## config.mk

```make
export PLATFORM = sky130hd
export DESIGN_NAME = ps2_mouse_packet_tracker_core
export DESIGN_NICKNAME = d
export VERILOG_FILES = /design/src/rtl/core/ps2mpt_pkg.sv /design/src/rtl/core/ps2mpt_clamp.sv /design/src/rtl/core/ps2_mouse_packet_tracker_core.sv
export VERILOG_INCLUDE_DIRS = /design/src /design/src/rtl/core
export SDC_FILE = /design/constraint.sdc
export NUM_CORES = 1
export LEC_CHECK = 0
export BUFFER_PORTS_ARGS = -buffer_cell sky130_fd_sc_hd__buf_2
export CORE_UTILIZATION = 62
export CTS_CLUSTER_SIZE = 20
export DETAILED_ROUTE_END_ITERATION = 7
export GPL_TIMING_DRIVEN = 1
export PLACE_DENSITY_LB_ADDON = 0.1
export SETUP_SLACK_MARGIN = 0.5
export SYNTH_ARGS = -nofsm -noshare
export SYNTH_HDL_FRONTEND = slang
export SYNTH_SLANG_ARGS = --single-unit
```

## constraint.sdc

```tcl
create_clock -name clk_i -period 5.55 [get_ports clk_i]
set_clock_uncertainty 0.1 [all_clocks]
set_input_delay 1.11 -clock clk_i [delete_from_list [all_inputs] [get_ports clk_i]]
set_output_delay 1.11 -clock clk_i [all_outputs]
set_load 0.02 [all_outputs]
```

## src/rtl/core/ps2_mouse_packet_tracker_core_macros.svh

```systemverilog
// Assertion macros for the mouse packet tracker core.
// Included by modules that check their own control logic; needs clk_i and rst_ni in scope.
`ifndef PS2_MOUSE_PACKET_TRACKER_CORE_MACROS_SVH
`define PS2_MOUSE_PACKET_TRACKER_CORE_MACROS_SVH

// same-cycle implication
`define PMT_ASSERT_NOW(lbl, ante, cons, msg) \
  lbl: assert property (@(posedge clk_i) disable iff (!rst_ni) (ante) |-> (cons)) \
    else $error(msg);

// next-cycle implication
`define PMT_ASSERT_NEXT(lbl, ante, cons, msg) \
  lbl: assert property (@(posedge clk_i) disable iff (!rst_ni) (ante) |=> (cons)) \
    else $error(msg);

`endif

```

## src/rtl/core/ps2mpt_pkg.sv

```systemverilog
// Shared types and constants for the mouse packet tracker core.
// No dependencies.
`timescale 1ns / 1ps
`default_nettype none

package ps2mpt_pkg;

  localparam int SyncBit   = 3;
  localparam int BtnW      = 3;
  localparam int ByteW     = 8;
  localparam int DeltaW    = 9;
  localparam int LeftBit   = 0;
  localparam int RightBit  = 1;

  typedef logic [8:0] pos_x_t;
  typedef logic [7:0] pos_y_t;

  typedef enum logic [2:0] {
    PH_HEAD  = 3'b001,
    PH_XMOVE = 3'b010,
    PH_YMOVE = 3'b100
  } phase_e;

endpackage

`default_nettype wire

```

## src/rtl/core/ps2mpt_clamp.sv

```systemverilog
// One cursor axis: add a signed movement and saturate to 0..SIZE-1.
// Depends on ps2mpt_pkg for the movement width.
`timescale 1ns / 1ps
`default_nettype none

module ps2mpt_clamp import ps2mpt_pkg::*; #(
  parameter int SIZE = 320,
  parameter int CW   = $clog2(SIZE)
) (
  input  logic [CW-1:0]            cur_i,
  input  logic signed [DeltaW-1:0] delta_i,
  output logic [CW-1:0]            next_o
);

  localparam int SW = ((CW > DeltaW) ? CW : DeltaW) + 2;
  localparam logic signed [SW-1:0] SizeS = SW'(SIZE);
  localparam logic [CW-1:0] MaxPos = CW'(SIZE - 1);

  logic signed [SW-1:0] sum;

  always_comb begin
    sum = $signed({{(SW-CW){1'b0}}, cur_i})
        + $signed({{(SW-DeltaW){delta_i[DeltaW-1]}}, delta_i});
    if (sum < 0) begin
      next_o = '0;
    end else if (sum >= SizeS) begin
      next_o = MaxPos;
    end else begin
      next_o = sum[CW-1:0];
    end
  end

endmodule

`default_nettype wire

```

## src/rtl/core/ps2_mouse_packet_tracker_core.sv

```systemverilog
// Mouse packet tracker: frames bytes into three-byte packets, moves a clamped cursor.
// Bytes pass an input register, then one pass of logic into the result register.
// Throughput: one byte per cycle while res_ready_i does not stall the held result.
// Reset: framing at byte one, buttons and stored X movement zero, cursor at screen center,
// no request in flight. Depends on ps2mpt_pkg, ps2mpt_clamp and the macros header.
`timescale 1ns / 1ps
`default_nettype none

`include "ps2_mouse_packet_tracker_core_macros.svh"

module ps2_mouse_packet_tracker_core import ps2mpt_pkg::*; #(
  parameter int SCREEN_WIDTH  = 320,
  parameter int SCREEN_HEIGHT = 200
) (
  input  logic                    clk_i,
  input  logic                    rst_ni,
  input  logic                    rx_valid_i,
  output logic                    rx_ready_o,
  input  logic [7:0]              rx_byte_i,
  output logic                    res_valid_o,
  input  logic                    res_ready_i,
  output logic [8:0]              pos_x_o,
  output logic [7:0]              pos_y_o,
  output logic signed [7:0]       delta_x_o,
  output logic signed [8:0]       delta_y_o,
  output logic [2:0]              button_bits_o,
  output logic                    left_click_o,
  output logic                    right_click_o
);

  localparam int XW = $clog2(SCREEN_WIDTH);
  localparam int YW = $clog2(SCREEN_HEIGHT);
  localparam logic [XW-1:0] XReset = XW'(SCREEN_WIDTH / 2);
  localparam logic [YW-1:0] YReset = YW'(SCREEN_HEIGHT / 2);
  localparam logic [XW-1:0] XMax   = XW'(SCREEN_WIDTH - 1);
  localparam logic [YW-1:0] YMax   = YW'(SCREEN_HEIGHT - 1);

  logic             s1_valid_q, s1_valid_d;
  logic [ByteW-1:0] s1_byte_q;
  phase_e           phase_q, phase_d;
  logic [BtnW-1:0]  header_btn_q, header_btn_d;
  logic [ByteW-1:0] x_move_q, x_move_d;
  logic [XW-1:0]    cursor_x_q, cursor_x_d, cursor_x_next;
  logic [YW-1:0]    cursor_y_q, cursor_y_d, cursor_y_next;
  logic [BtnW-1:0]  held_q, held_d;
  logic             out_valid_q, out_valid_d;

  logic               in_fire, s1_fire, out_free, emit;
  logic signed [DeltaW-1:0] dx_wide, dy;

  assign out_free   = !out_valid_q || res_ready_i;
  assign rx_ready_o = !s1_valid_q || out_free;
  assign in_fire    = rx_valid_i && rx_ready_o;
  assign s1_fire    = s1_valid_q && out_free;

  assign dx_wide = $signed({x_move_q[ByteW-1], x_move_q});
  assign dy      = -$signed({s1_byte_q[ByteW-1], s1_byte_q});

  ps2mpt_clamp #(.SIZE(SCREEN_WIDTH), .CW(XW)) u_clamp_x (
    .cur_i   (cursor_x_q),
    .delta_i (dx_wide),
    .next_o  (cursor_x_next)
  );

  ps2mpt_clamp #(.SIZE(SCREEN_HEIGHT), .CW(YW)) u_clamp_y (
    .cur_i   (cursor_y_q),
    .delta_i (dy),
    .next_o  (cursor_y_next)
  );

  always_comb begin
    phase_d      = phase_q;
    header_btn_d = header_btn_q;
    x_move_d     = x_move_q;
    cursor_x_d   = cursor_x_q;
    cursor_y_d   = cursor_y_q;
    held_d       = held_q;
    emit         = 1'b0;
    if (s1_fire) begin
      case (phase_q)
        PH_XMOVE: begin
          x_move_d = s1_byte_q;
          phase_d  = PH_YMOVE;
        end
        PH_YMOVE: begin
          phase_d    = PH_HEAD;
          held_d     = header_btn_q;
          cursor_x_d = cursor_x_next;
          cursor_y_d = cursor_y_next;
          emit       = 1'b1;
        end
        default: begin
          if (s1_byte_q[SyncBit]) begin
            header_btn_d = s1_byte_q[BtnW-1:0];
            phase_d      = PH_XMOVE;
          end else begin
            phase_d = PH_HEAD;
          end
        end
      endcase
    end
  end

  always_comb begin
    s1_valid_d = s1_valid_q;
    if (in_fire) begin
      s1_valid_d = 1'b1;
    end else if (s1_fire) begin
      s1_valid_d = 1'b0;
    end
    out_valid_d = out_valid_q;
    if (s1_fire && emit) begin
      out_valid_d = 1'b1;
    end else if (res_ready_i) begin
      out_valid_d = 1'b0;
    end
  end

  always_ff @(posedge clk_i or negedge rst_ni) begin
    if (!rst_ni) begin
      s1_valid_q   <= 1'b0;
      out_valid_q  <= 1'b0;
      phase_q      <= PH_HEAD;
      header_btn_q <= '0;
      x_move_q     <= '0;
      cursor_x_q   <= XReset;
      cursor_y_q   <= YReset;
      held_q       <= '0;
    end else begin
      s1_valid_q   <= s1_valid_d;
      out_valid_q  <= out_valid_d;
      phase_q      <= phase_d;
      header_btn_q <= header_btn_d;
      x_move_q     <= x_move_d;
      cursor_x_q   <= cursor_x_d;
      cursor_y_q   <= cursor_y_d;
      held_q       <= held_d;
    end
  end

  always_ff @(posedge clk_i) begin
    if (in_fire) begin
      s1_byte_q <= rx_byte_i;
    end
    if (s1_fire && emit) begin
      pos_x_o       <= pos_x_t'(cursor_x_next);
      pos_y_o       <= pos_y_t'(cursor_y_next);
      delta_x_o     <= $signed(x_move_q);
      delta_y_o     <= dy;
      button_bits_o <= header_btn_q;
      left_click_o  <= header_btn_q[LeftBit] && !held_q[LeftBit];
      right_click_o <= header_btn_q[RightBit] && !held_q[RightBit];
    end
  end

  assign res_valid_o = out_valid_q;

  `PMT_ASSERT_NOW(a_cursor_x_in_range, 1'b1, cursor_x_q <= XMax, "cursor x off screen")
  `PMT_ASSERT_NOW(a_cursor_y_in_range, 1'b1, cursor_y_q <= YMax, "cursor y off screen")
  `PMT_ASSERT_NEXT(a_held_only_on_packet, !(s1_fire && phase_q == PH_YMOVE), $stable(held_q),
                   "buttons changed without a full packet")
  `PMT_ASSERT_NOW(a_click_needs_button, res_valid_o && left_click_o, button_bits_o[LeftBit],
                  "left click without left button")

endmodule

`default_nettype wire
```

==> results of run 1 <==
==> flip-flops by register name (all words and copies together), names as in the netlist, 2 cells and up <==
register,flops
delta_x_o,8
pos_x_o,9
button_bits_o,3
phase_q,3
delta_y_o,9
x_move_q,8
cursor_x_q,9
header_btn_q,3
cursor_y_q,8
s1_byte_q,8
held_q,2
pos_y_o,8
==> path summary, 6_finish.rpt <==
kind,start,end,slack (ps),cells past startpoint
hold reg to reg,header_btn_q[2],button_bits_o[2],380,0
min in group asynchronous,rst_ni,cursor_x_q[0],740,1
setup / recovery,s1_byte_q[3],pos_y_o[5],2230,10
max in group asynchronous,rst_ni,phase_q[1],4090,1
setup reg to reg,s1_byte_q[3],pos_y_o[5],2230,10
hold / removal,header_btn_q[2],button_bits_o[2],380,0
==> cells in the final DEF, fill, tap and decap left out, types with 5 or more instances in the layout <==
master	n
sky130_fd_sc_hd__buf_2	52
sky130_fd_sc_hd__o21ai_0	14
sky130_fd_sc_hd__dfrtp_1	29
sky130_fd_sc_hd__nand2b_1	6
sky130_fd_sc_hd__dfstp_2	6
sky130_fd_sc_hd__a21oi_1	9
sky130_fd_sc_hd__nor3_1	6
sky130_fd_sc_hd__xnor2_1	13
sky130_fd_sc_hd__mux2_2	9
sky130_fd_sc_hd__nand2_1	48
sky130_fd_sc_hd__edfxtp_1	47
sky130_fd_sc_hd__nor2_1	24
sky130_fd_sc_hd__clkbuf_8	10
sky130_fd_sc_hd__ha_1	19
sky130_fd_sc_hd__o21a_1	8
sky130_fd_sc_hd__nor2b_1	8
sky130_fd_sc_hd__inv_1	15
sky130_fd_sc_hd__or3_1	5
sky130_fd_sc_hd__a31oi_2	5
==> layer usage <==
| metal | routed length, um | share of wire [%] | track usage, % |
|---|---|---|---|
| met1 | 3618 | 48 | 33.40 |
| met2 | 3350 | 45 | 36.51 |
| met3 | 357 | 4.8 | 4.473 |
| met4 | 136 | 1.8 | 10.03 |
| met5 | 0 | 0 | 0 |
==> through the flow <==
step / area (um2) / total power (uW) / worst slack [ps]
final: 4638 / 2792 / 2231
after global routing: 4638 / 2988 / 2019
after CTS: 4638 / 2800 / 2181
after detailed placement: 4418 / 2323 / 2047
after global placement: 4418 / 2274 / 2075
after floorplan: 4091 / 2068 / 1862
==> cells by family (layout without fill, tap and decap cells) <==
kind of cell               Yosys count  after routing  share of synthesized area, %
muxes                                9              9                         2.477
xor gates and xnor gates            16             16                         3.425
adders and majority gates           21             21                         6.789
DFF                                 82             82                         56.09
buffers and inverters               22             85                         2.385
AOI/OAI and AO/OA                   68             68                         13.61
and+or+nand+nor                    121            121                         15.23
==> cell type report <==
cell class / count / area share, %
sequential: 82 / 49.47
multi-input combinational: 235 / 36.63
timing repair buffer: 53 / 5.773
clock buffer: 12 / 3.129
tap: 77 / 2.077
clock inverter: 4 / 1.619
inverter: 16 / 1.295
==> worst max-delay path, cell delays in order, from the launching register on <==
cell and delay (ps):
sky130_fd_sc_hd__edfxtp_1 520, sky130_fd_sc_hd__nor2_1 170, sky130_fd_sc_hd__nor4b_1 380, sky130_fd_sc_hd__xnor2_1 210
sky130_fd_sc_hd__ha_1 280, sky130_fd_sc_hd__or3_1 380, sky130_fd_sc_hd__o221a_2 280, sky130_fd_sc_hd__and3_1 200
sky130_fd_sc_hd__o21ai_2 240, sky130_fd_sc_hd__a21o_1 230, sky130_fd_sc_hd__nor2_1 70
==> power by group through the flow <==
stage / clock network [uW] / registers [uW] / logic, uW
6_report: 474 / 989 / 1330
5_1_grt: 502 / 1010 / 1480
4_1_cts: 479 / 988 / 1330
3_5_place_dp: 0 / 1000 / 1320
3_3_place_gp: 0 / 995 / 1280
2_1_floorplan: 0 / 1000 / 1070
==> run summary, run 1 <==
======================================================================================================
Flop and latch count out of synthesis                                                               82
Final total negative setup slack                                                                  0 ps
Initial antenna violation count                                                                      0
First-pass detailed-route iteration total                                                            4
Post-synth EDFFs                                                                                    47
Max-slew headroom                                                                               37.17%
Most used flip-flop cell after synthesis                                                  sky130_fd_sc_hd__edfxtp_1
Placement Rows                                                                                      29
Power share of the combinational group                                                           47.6%
Share of the cycle needed by the critical path after routing                                    59.80%
CTS tree                                                                                          done
Number of primary I/O pins                                                                          53
Most frequently used cell type in the post-synthesis netlist                              sky130_fd_sc_hd__nand2_1
CP Launch Type                                                                                    flop
Post-CTS setup buffer count                                                                          0
Req. time, crit path                                                                           5550 ps
Cts bufs inserted                                                                                    9
Number of antenna repair diodes                                                                      0
Highest clock frequency the design can meet                                                  301.3 MHz
Die Span X                                                                                    83.24 um
Count of fill cells added during filler insertion                                                  453
Buffers from clock root to sink, at most                                                             2
Wire length of the first global-routing pass                                                  12600 um
Placeable core region                                                                         6350 um2
Clock transition at the register clock pins on the worst setup and hold paths after CTS          80 ps
DR vias/cell                                                                                     5.720
Cell count after placement                                                                         463
Post-CTS Resized                                                                                     0
Min Tclk post-route                                                                            3319 ps
Count of max-cap constraint violations                                                               0
Unrepaired setup endpoints after global routing                                                     no
Worst-skew pair later-pin latency                                                               360 ps
Netlist area before placement                                                                 4091 um2
Share of layout cells above drive strength 1                                                    26.37%
Area grow syn2layout                                                                            13.36%
Post-synthesis area per instance                                                             12.07 um2
Initial drt markers                                                                                 99
Net switching fraction of the power                                                             39.56%
Vias                                                                                              2740
Die outline area                                                                              6928 um2
Yosys synthesis warning count                                                                        0
Sequential Power Share                                                                           35.4%
Total of hold buffers inserted after clock tree synthesis                                            0
Area of combinational cells with multiple inputs                                              1699 um2
Share of async-settable or async-resettable flops after synthesis                               42.68%
Final-stage net count                                                                              430
Drt wl/cell                                                                                   15.58 um
Final wirelength                                                                               7462 um
Number of cells in the finished layout apart from fillers                                          479
Core occupancy in the finished layout                                                           73.04%
Synthesized netlist cell count                                                                     339
Top cells by instance count after synthesis                                               sky130_fd_sc_hd__nand2_1, sky130_fd_sc_hd__edfxtp_1, sky130_fd_sc_hd__dfrtp_1
Sink Count                                                                                          82
Count of unresolved DRC violations after routing                                                     0
Distinct cells, synth                                                                               62
Y dimension of the die                                                                        83.24 um
Synth area leader                                                                         sky130_fd_sc_hd__edfxtp_1
Internal power contribution                                                                    1687 uW
Final Hold Violating Endpoints                                                                       0
Maximum fanout encountered on the critical timing path                                               6
GR Util All Layers                                                                              23.76%
Hold WC Path Type                                                                         flop to flop
Syn_nets                                                                                           372
Result of the run                                                                         finished, final reports clean
Highest ir drop seen on vdd                                                                  0.3487 mV
Psw                                                                                            1104 uW
Share of total power in the clock network                                                        17.0%
Number of pins with negative max-slew slack in the final report                                      0
Crit path arrival time                                                                         3320 ps
Buffers added on ports                                                                              52
Starting density of the core                                                                    64.43%
Biggest area contributors in the synthesized netlist                                      sky130_fd_sc_hd__edfxtp_1, sky130_fd_sc_hd__dfrtp_1, sky130_fd_sc_hd__ha_1, sky130_fd_sc_hd__nand2_1, sky130_fd_sc_hd__dfstp_2
Worst hold margin                                                                             376.9 ps
Residual overflow from global routing                                                                0
Area share of the largest cell type after synthesis                                             34.50%
Antenna violation net count after detailed routing                                                   0
LEAKAGE                                                                                    0.001909 uW
Slew at the pin closest to its max-slew limit                                                 936.8 ps
Largest net degree at the start of global routing                                                   38
Routability congestion estimate from global placement                                           0.8254
Number of levels the H-tree was split into                                                           3
Power density over the cells                                                              601.9 nW/um2
Placed wire-length estimate                                                                    5458 um
Sequential fraction of the synthesis area                                                       56.09%
Via count of the first global-routing pass                                                        2605
Crit path kind                                                                            flop to flop
Setup violators final                                                                                0
Kind of end point of the critical path                                                            flop
Cell at the root of the clock tree                                                        sky130_fd_sc_hd__clkbuf_8
Reg area                                                                                      2295 um2
======================================================================================================
Note: power is estimated with default switching activity, not from simulation.
==> run 2, diff against run 1 <==
Settings changed: CORE_UTILIZATION 62 to 58.
Clock period 5.55 ns to 3.4 ns, I/O delays scaled along.
==> run summary, run 2 (same netlist as run 1, synthesis figures left out) <==
======================================================================================================
Req. time, crit path                                                                           3520 ps
Most common library cell in the layout ignoring fill and taps                             sky130_fd_sc_hd__buf_2
Count of max-cap constraint violations                                                               0
Net switching fraction of the power                                                             41.65%
Count of fill cells added during filler insertion                                                  431
Power share of the combinational group                                                           52.9%
Number of levels the H-tree was split into                                                           3
Wire length of the first global-routing pass                                                  13610 um
Cell at the root of the clock tree                                                        sky130_fd_sc_hd__clkbuf_8
Worst flop-to-flop path endpoint                                                            pos_y_o[1]
Share of layout cells above drive strength 1                                                    38.26%
Beginning of the worst register-to-register path                                          s1_byte_q[2]
Highest ir drop seen on vdd                                                                  0.6263 mV
CTS tree                                                                                          done
Final Hold Violating Endpoints                                                                       0
Unrepaired setup endpoints after global routing                                                    yes
Via count of the first global-routing pass                                                        2737
Initial drt markers                                                                                177
Maximum fanout encountered on the critical timing path                                               5
CP Launch Type                                                                                    flop
Drt wl/cell                                                                                   18.16 um
Starting density of the core                                                                    60.22%
Internal power contribution                                                                    2969 uW
Kind of end point of the critical path                                                            flop
Min Tclk post-route                                                                            3090 ps
Crit path arrival time                                                                         3210 ps
Hold WC Path Type                                                                         input port to asynchronous set/reset pin
Power density over the cells                                                              987.7 nW/um2
Number of antenna repair diodes                                                                      0
Largest net degree at the start of global routing                                                   36
Share of total power in the clock network                                                        15.1%
Final wirelength                                                                               9478 um
Highest clock frequency the design can meet                                                  323.6 MHz
Number of primary I/O pins                                                                          53
Logic depth of the worst register-to-register path                                                  11
LEAKAGE                                                                                    0.002094 uW
Setup slack at placement                                                                      193.2 ps
Placed wire-length estimate                                                                    5619 um
Psw                                                                                            2119 uW
Number of pins with negative max-slew slack in the final report                                      0
Count of unresolved DRC violations after routing                                                     0
Initial antenna violation count                                                                      0
Final-stage net count                                                                              454
Y dimension of the die                                                                        85.99 um
DR vias/cell                                                                                     5.835
Top flop regs                                                                             cursor_x_q (9), delta_y_o (9), pos_x_o (9)
Slew at the pin closest to its max-slew limit                                                 831.3 ps
Routability congestion estimate from global placement                                           0.8034
Placement Rows                                                                                      30
Reg2Reg Setup Slack                                                                             310 ps
GR Util All Layers                                                                              24.47%
Max-slew headroom                                                                               44.58%
Die outline area                                                                              7394 um2
Worst setup slack after layout                                                                310.2 ps
Sink Count                                                                                          82
Cts bufs inserted                                                                                    9
Sequential Power Share                                                                           32.0%
Die Span X                                                                                    85.99 um
Share of the cycle needed by the critical path after routing                                    90.88%
First-pass detailed-route iteration total                                                            4
Worst-skew pair later-pin latency                                                               350 ps
Clock transition at the register clock pins on the worst setup and hold paths after CTS          80 ps
Antenna violation net count after detailed routing                                                   0
Buffers added on ports                                                                              52
Setup violators final                                                                                0
Residual overflow from global routing                                                                0
Total of hold buffers inserted after clock tree synthesis                                            0
Crit path kind                                                                            flop to flop
Commonest cells after routing, fill and taps aside                                        sky130_fd_sc_hd__buf_2, sky130_fd_sc_hd__nand2_1, sky130_fd_sc_hd__edfxtp_1
Vias                                                                                              3046
Final total negative setup slack                                                                  0 ps
Result of the run                                                                         finished, final reports clean
Buffers from clock root to sink, at most                                                             2
Area grow syn2layout                                                                            25.90%
Placeable core region                                                                         6794 um2
======================================================================================================
## run 2: power groups by stage
stage	logic, uW	registers [uW]	clock network, uW
after global routing	2930	1650	822
final	2690	1630	771
after floorplan	1750	1630	0
after global placement	2110	1620	0
after detailed placement	2170	1630	0
after CTS	2310	1610	779
## run 2: final cells by class
| cell class | count | area, um2 | share of cell area (%) |
|---|---|---|---|
| clock inverter | 6 | 88.84 | 1.725 |
| inverter | 16 | 60.06 | 1.166 |
| clock buffer | 10 | 127.6 | 2.478 |
| multi-input combinational | 236 | 2004 | 38.91 |
| sequential | 82 | 2295 | 44.55 |
| tap | 96 | 120.1 | 2.332 |
| timing repair buffer | 76 | 455.4 | 8.841 |
## run 2: through the flow
stage          hold WS, ps  cells  power (uW)  cell area (um2)  util (%)
5_1_grt              369.5    522        5405             5151     75.82
2_1_floorplan        284.4    339        3376             4099         -
4_1_cts              351.7    516        4700             4952     72.89
6_report             318.4    522        5088             5151     75.82
3_3_place_gp         335.8    486        3734             4472     65.82
3_5_place_dp         352.4    486        3800             4472     65.82
## run 2: critical path, cell delays in order, from the launching register on
cell,delay [ps]
sky130_fd_sc_hd__edfxtp_1,480
sky130_fd_sc_hd__buf_6,170
sky130_fd_sc_hd__nor2_4,120
sky130_fd_sc_hd__nor4b_4,270
sky130_fd_sc_hd__xnor2_2,150
sky130_fd_sc_hd__ha_4,210
sky130_fd_sc_hd__or3_4,400
sky130_fd_sc_hd__o22a_4,240
sky130_fd_sc_hd__xnor2_4,140
sky130_fd_sc_hd__a2111oi_4,450
sky130_fd_sc_hd__nor3b_2,100
sky130_fd_sc_hd__nor2_1,120
## run 2: repair_timing
action | CTS | global route
buffers inserted | 14 | 5
gates cloned | 0 | 1
endpoints found under the setup margin | 28 | 28
pin swaps | 15 | 23
gates resized for setup | 26 | 28
endpoints found under the hold margin | 0 | 0
## run 2: worst max-delay path by stage
| stage | from | endpoint | slack [ps] | cells past startpoint |
|---|---|---|---|---|
| 2_1_floorplan | s1_byte_q[0] | pos_y_o[1] | 550 | 12 |
| 3_3_place_gp | s1_byte_q[3] | pos_y_o[1] | 200 | 10 |
| 3_5_place_dp | s1_byte_q[3] | pos_y_o[1] | 190 | 11 |
| 4_1_cts | s1_byte_q[2] | pos_y_o[4] | 420 | 12 |
| 5_1_grt | s1_byte_q[3] | pos_y_o[2] | 200 | 11 |
| 6_report | s1_byte_q[2] | pos_y_o[1] | 310 | 11 |
## run 2: per-layer routing
layer / vias up / share of wire [%] / GRT usage [%]
met5: - / 0 / 0
met4: 0 / 2.0 / 7.576
met3: 21 / 6.0 / 5.101
met2: 131 / 49 / 38.24
met1: 1491 / 43 / 34.63
li1: 1403 / - / -
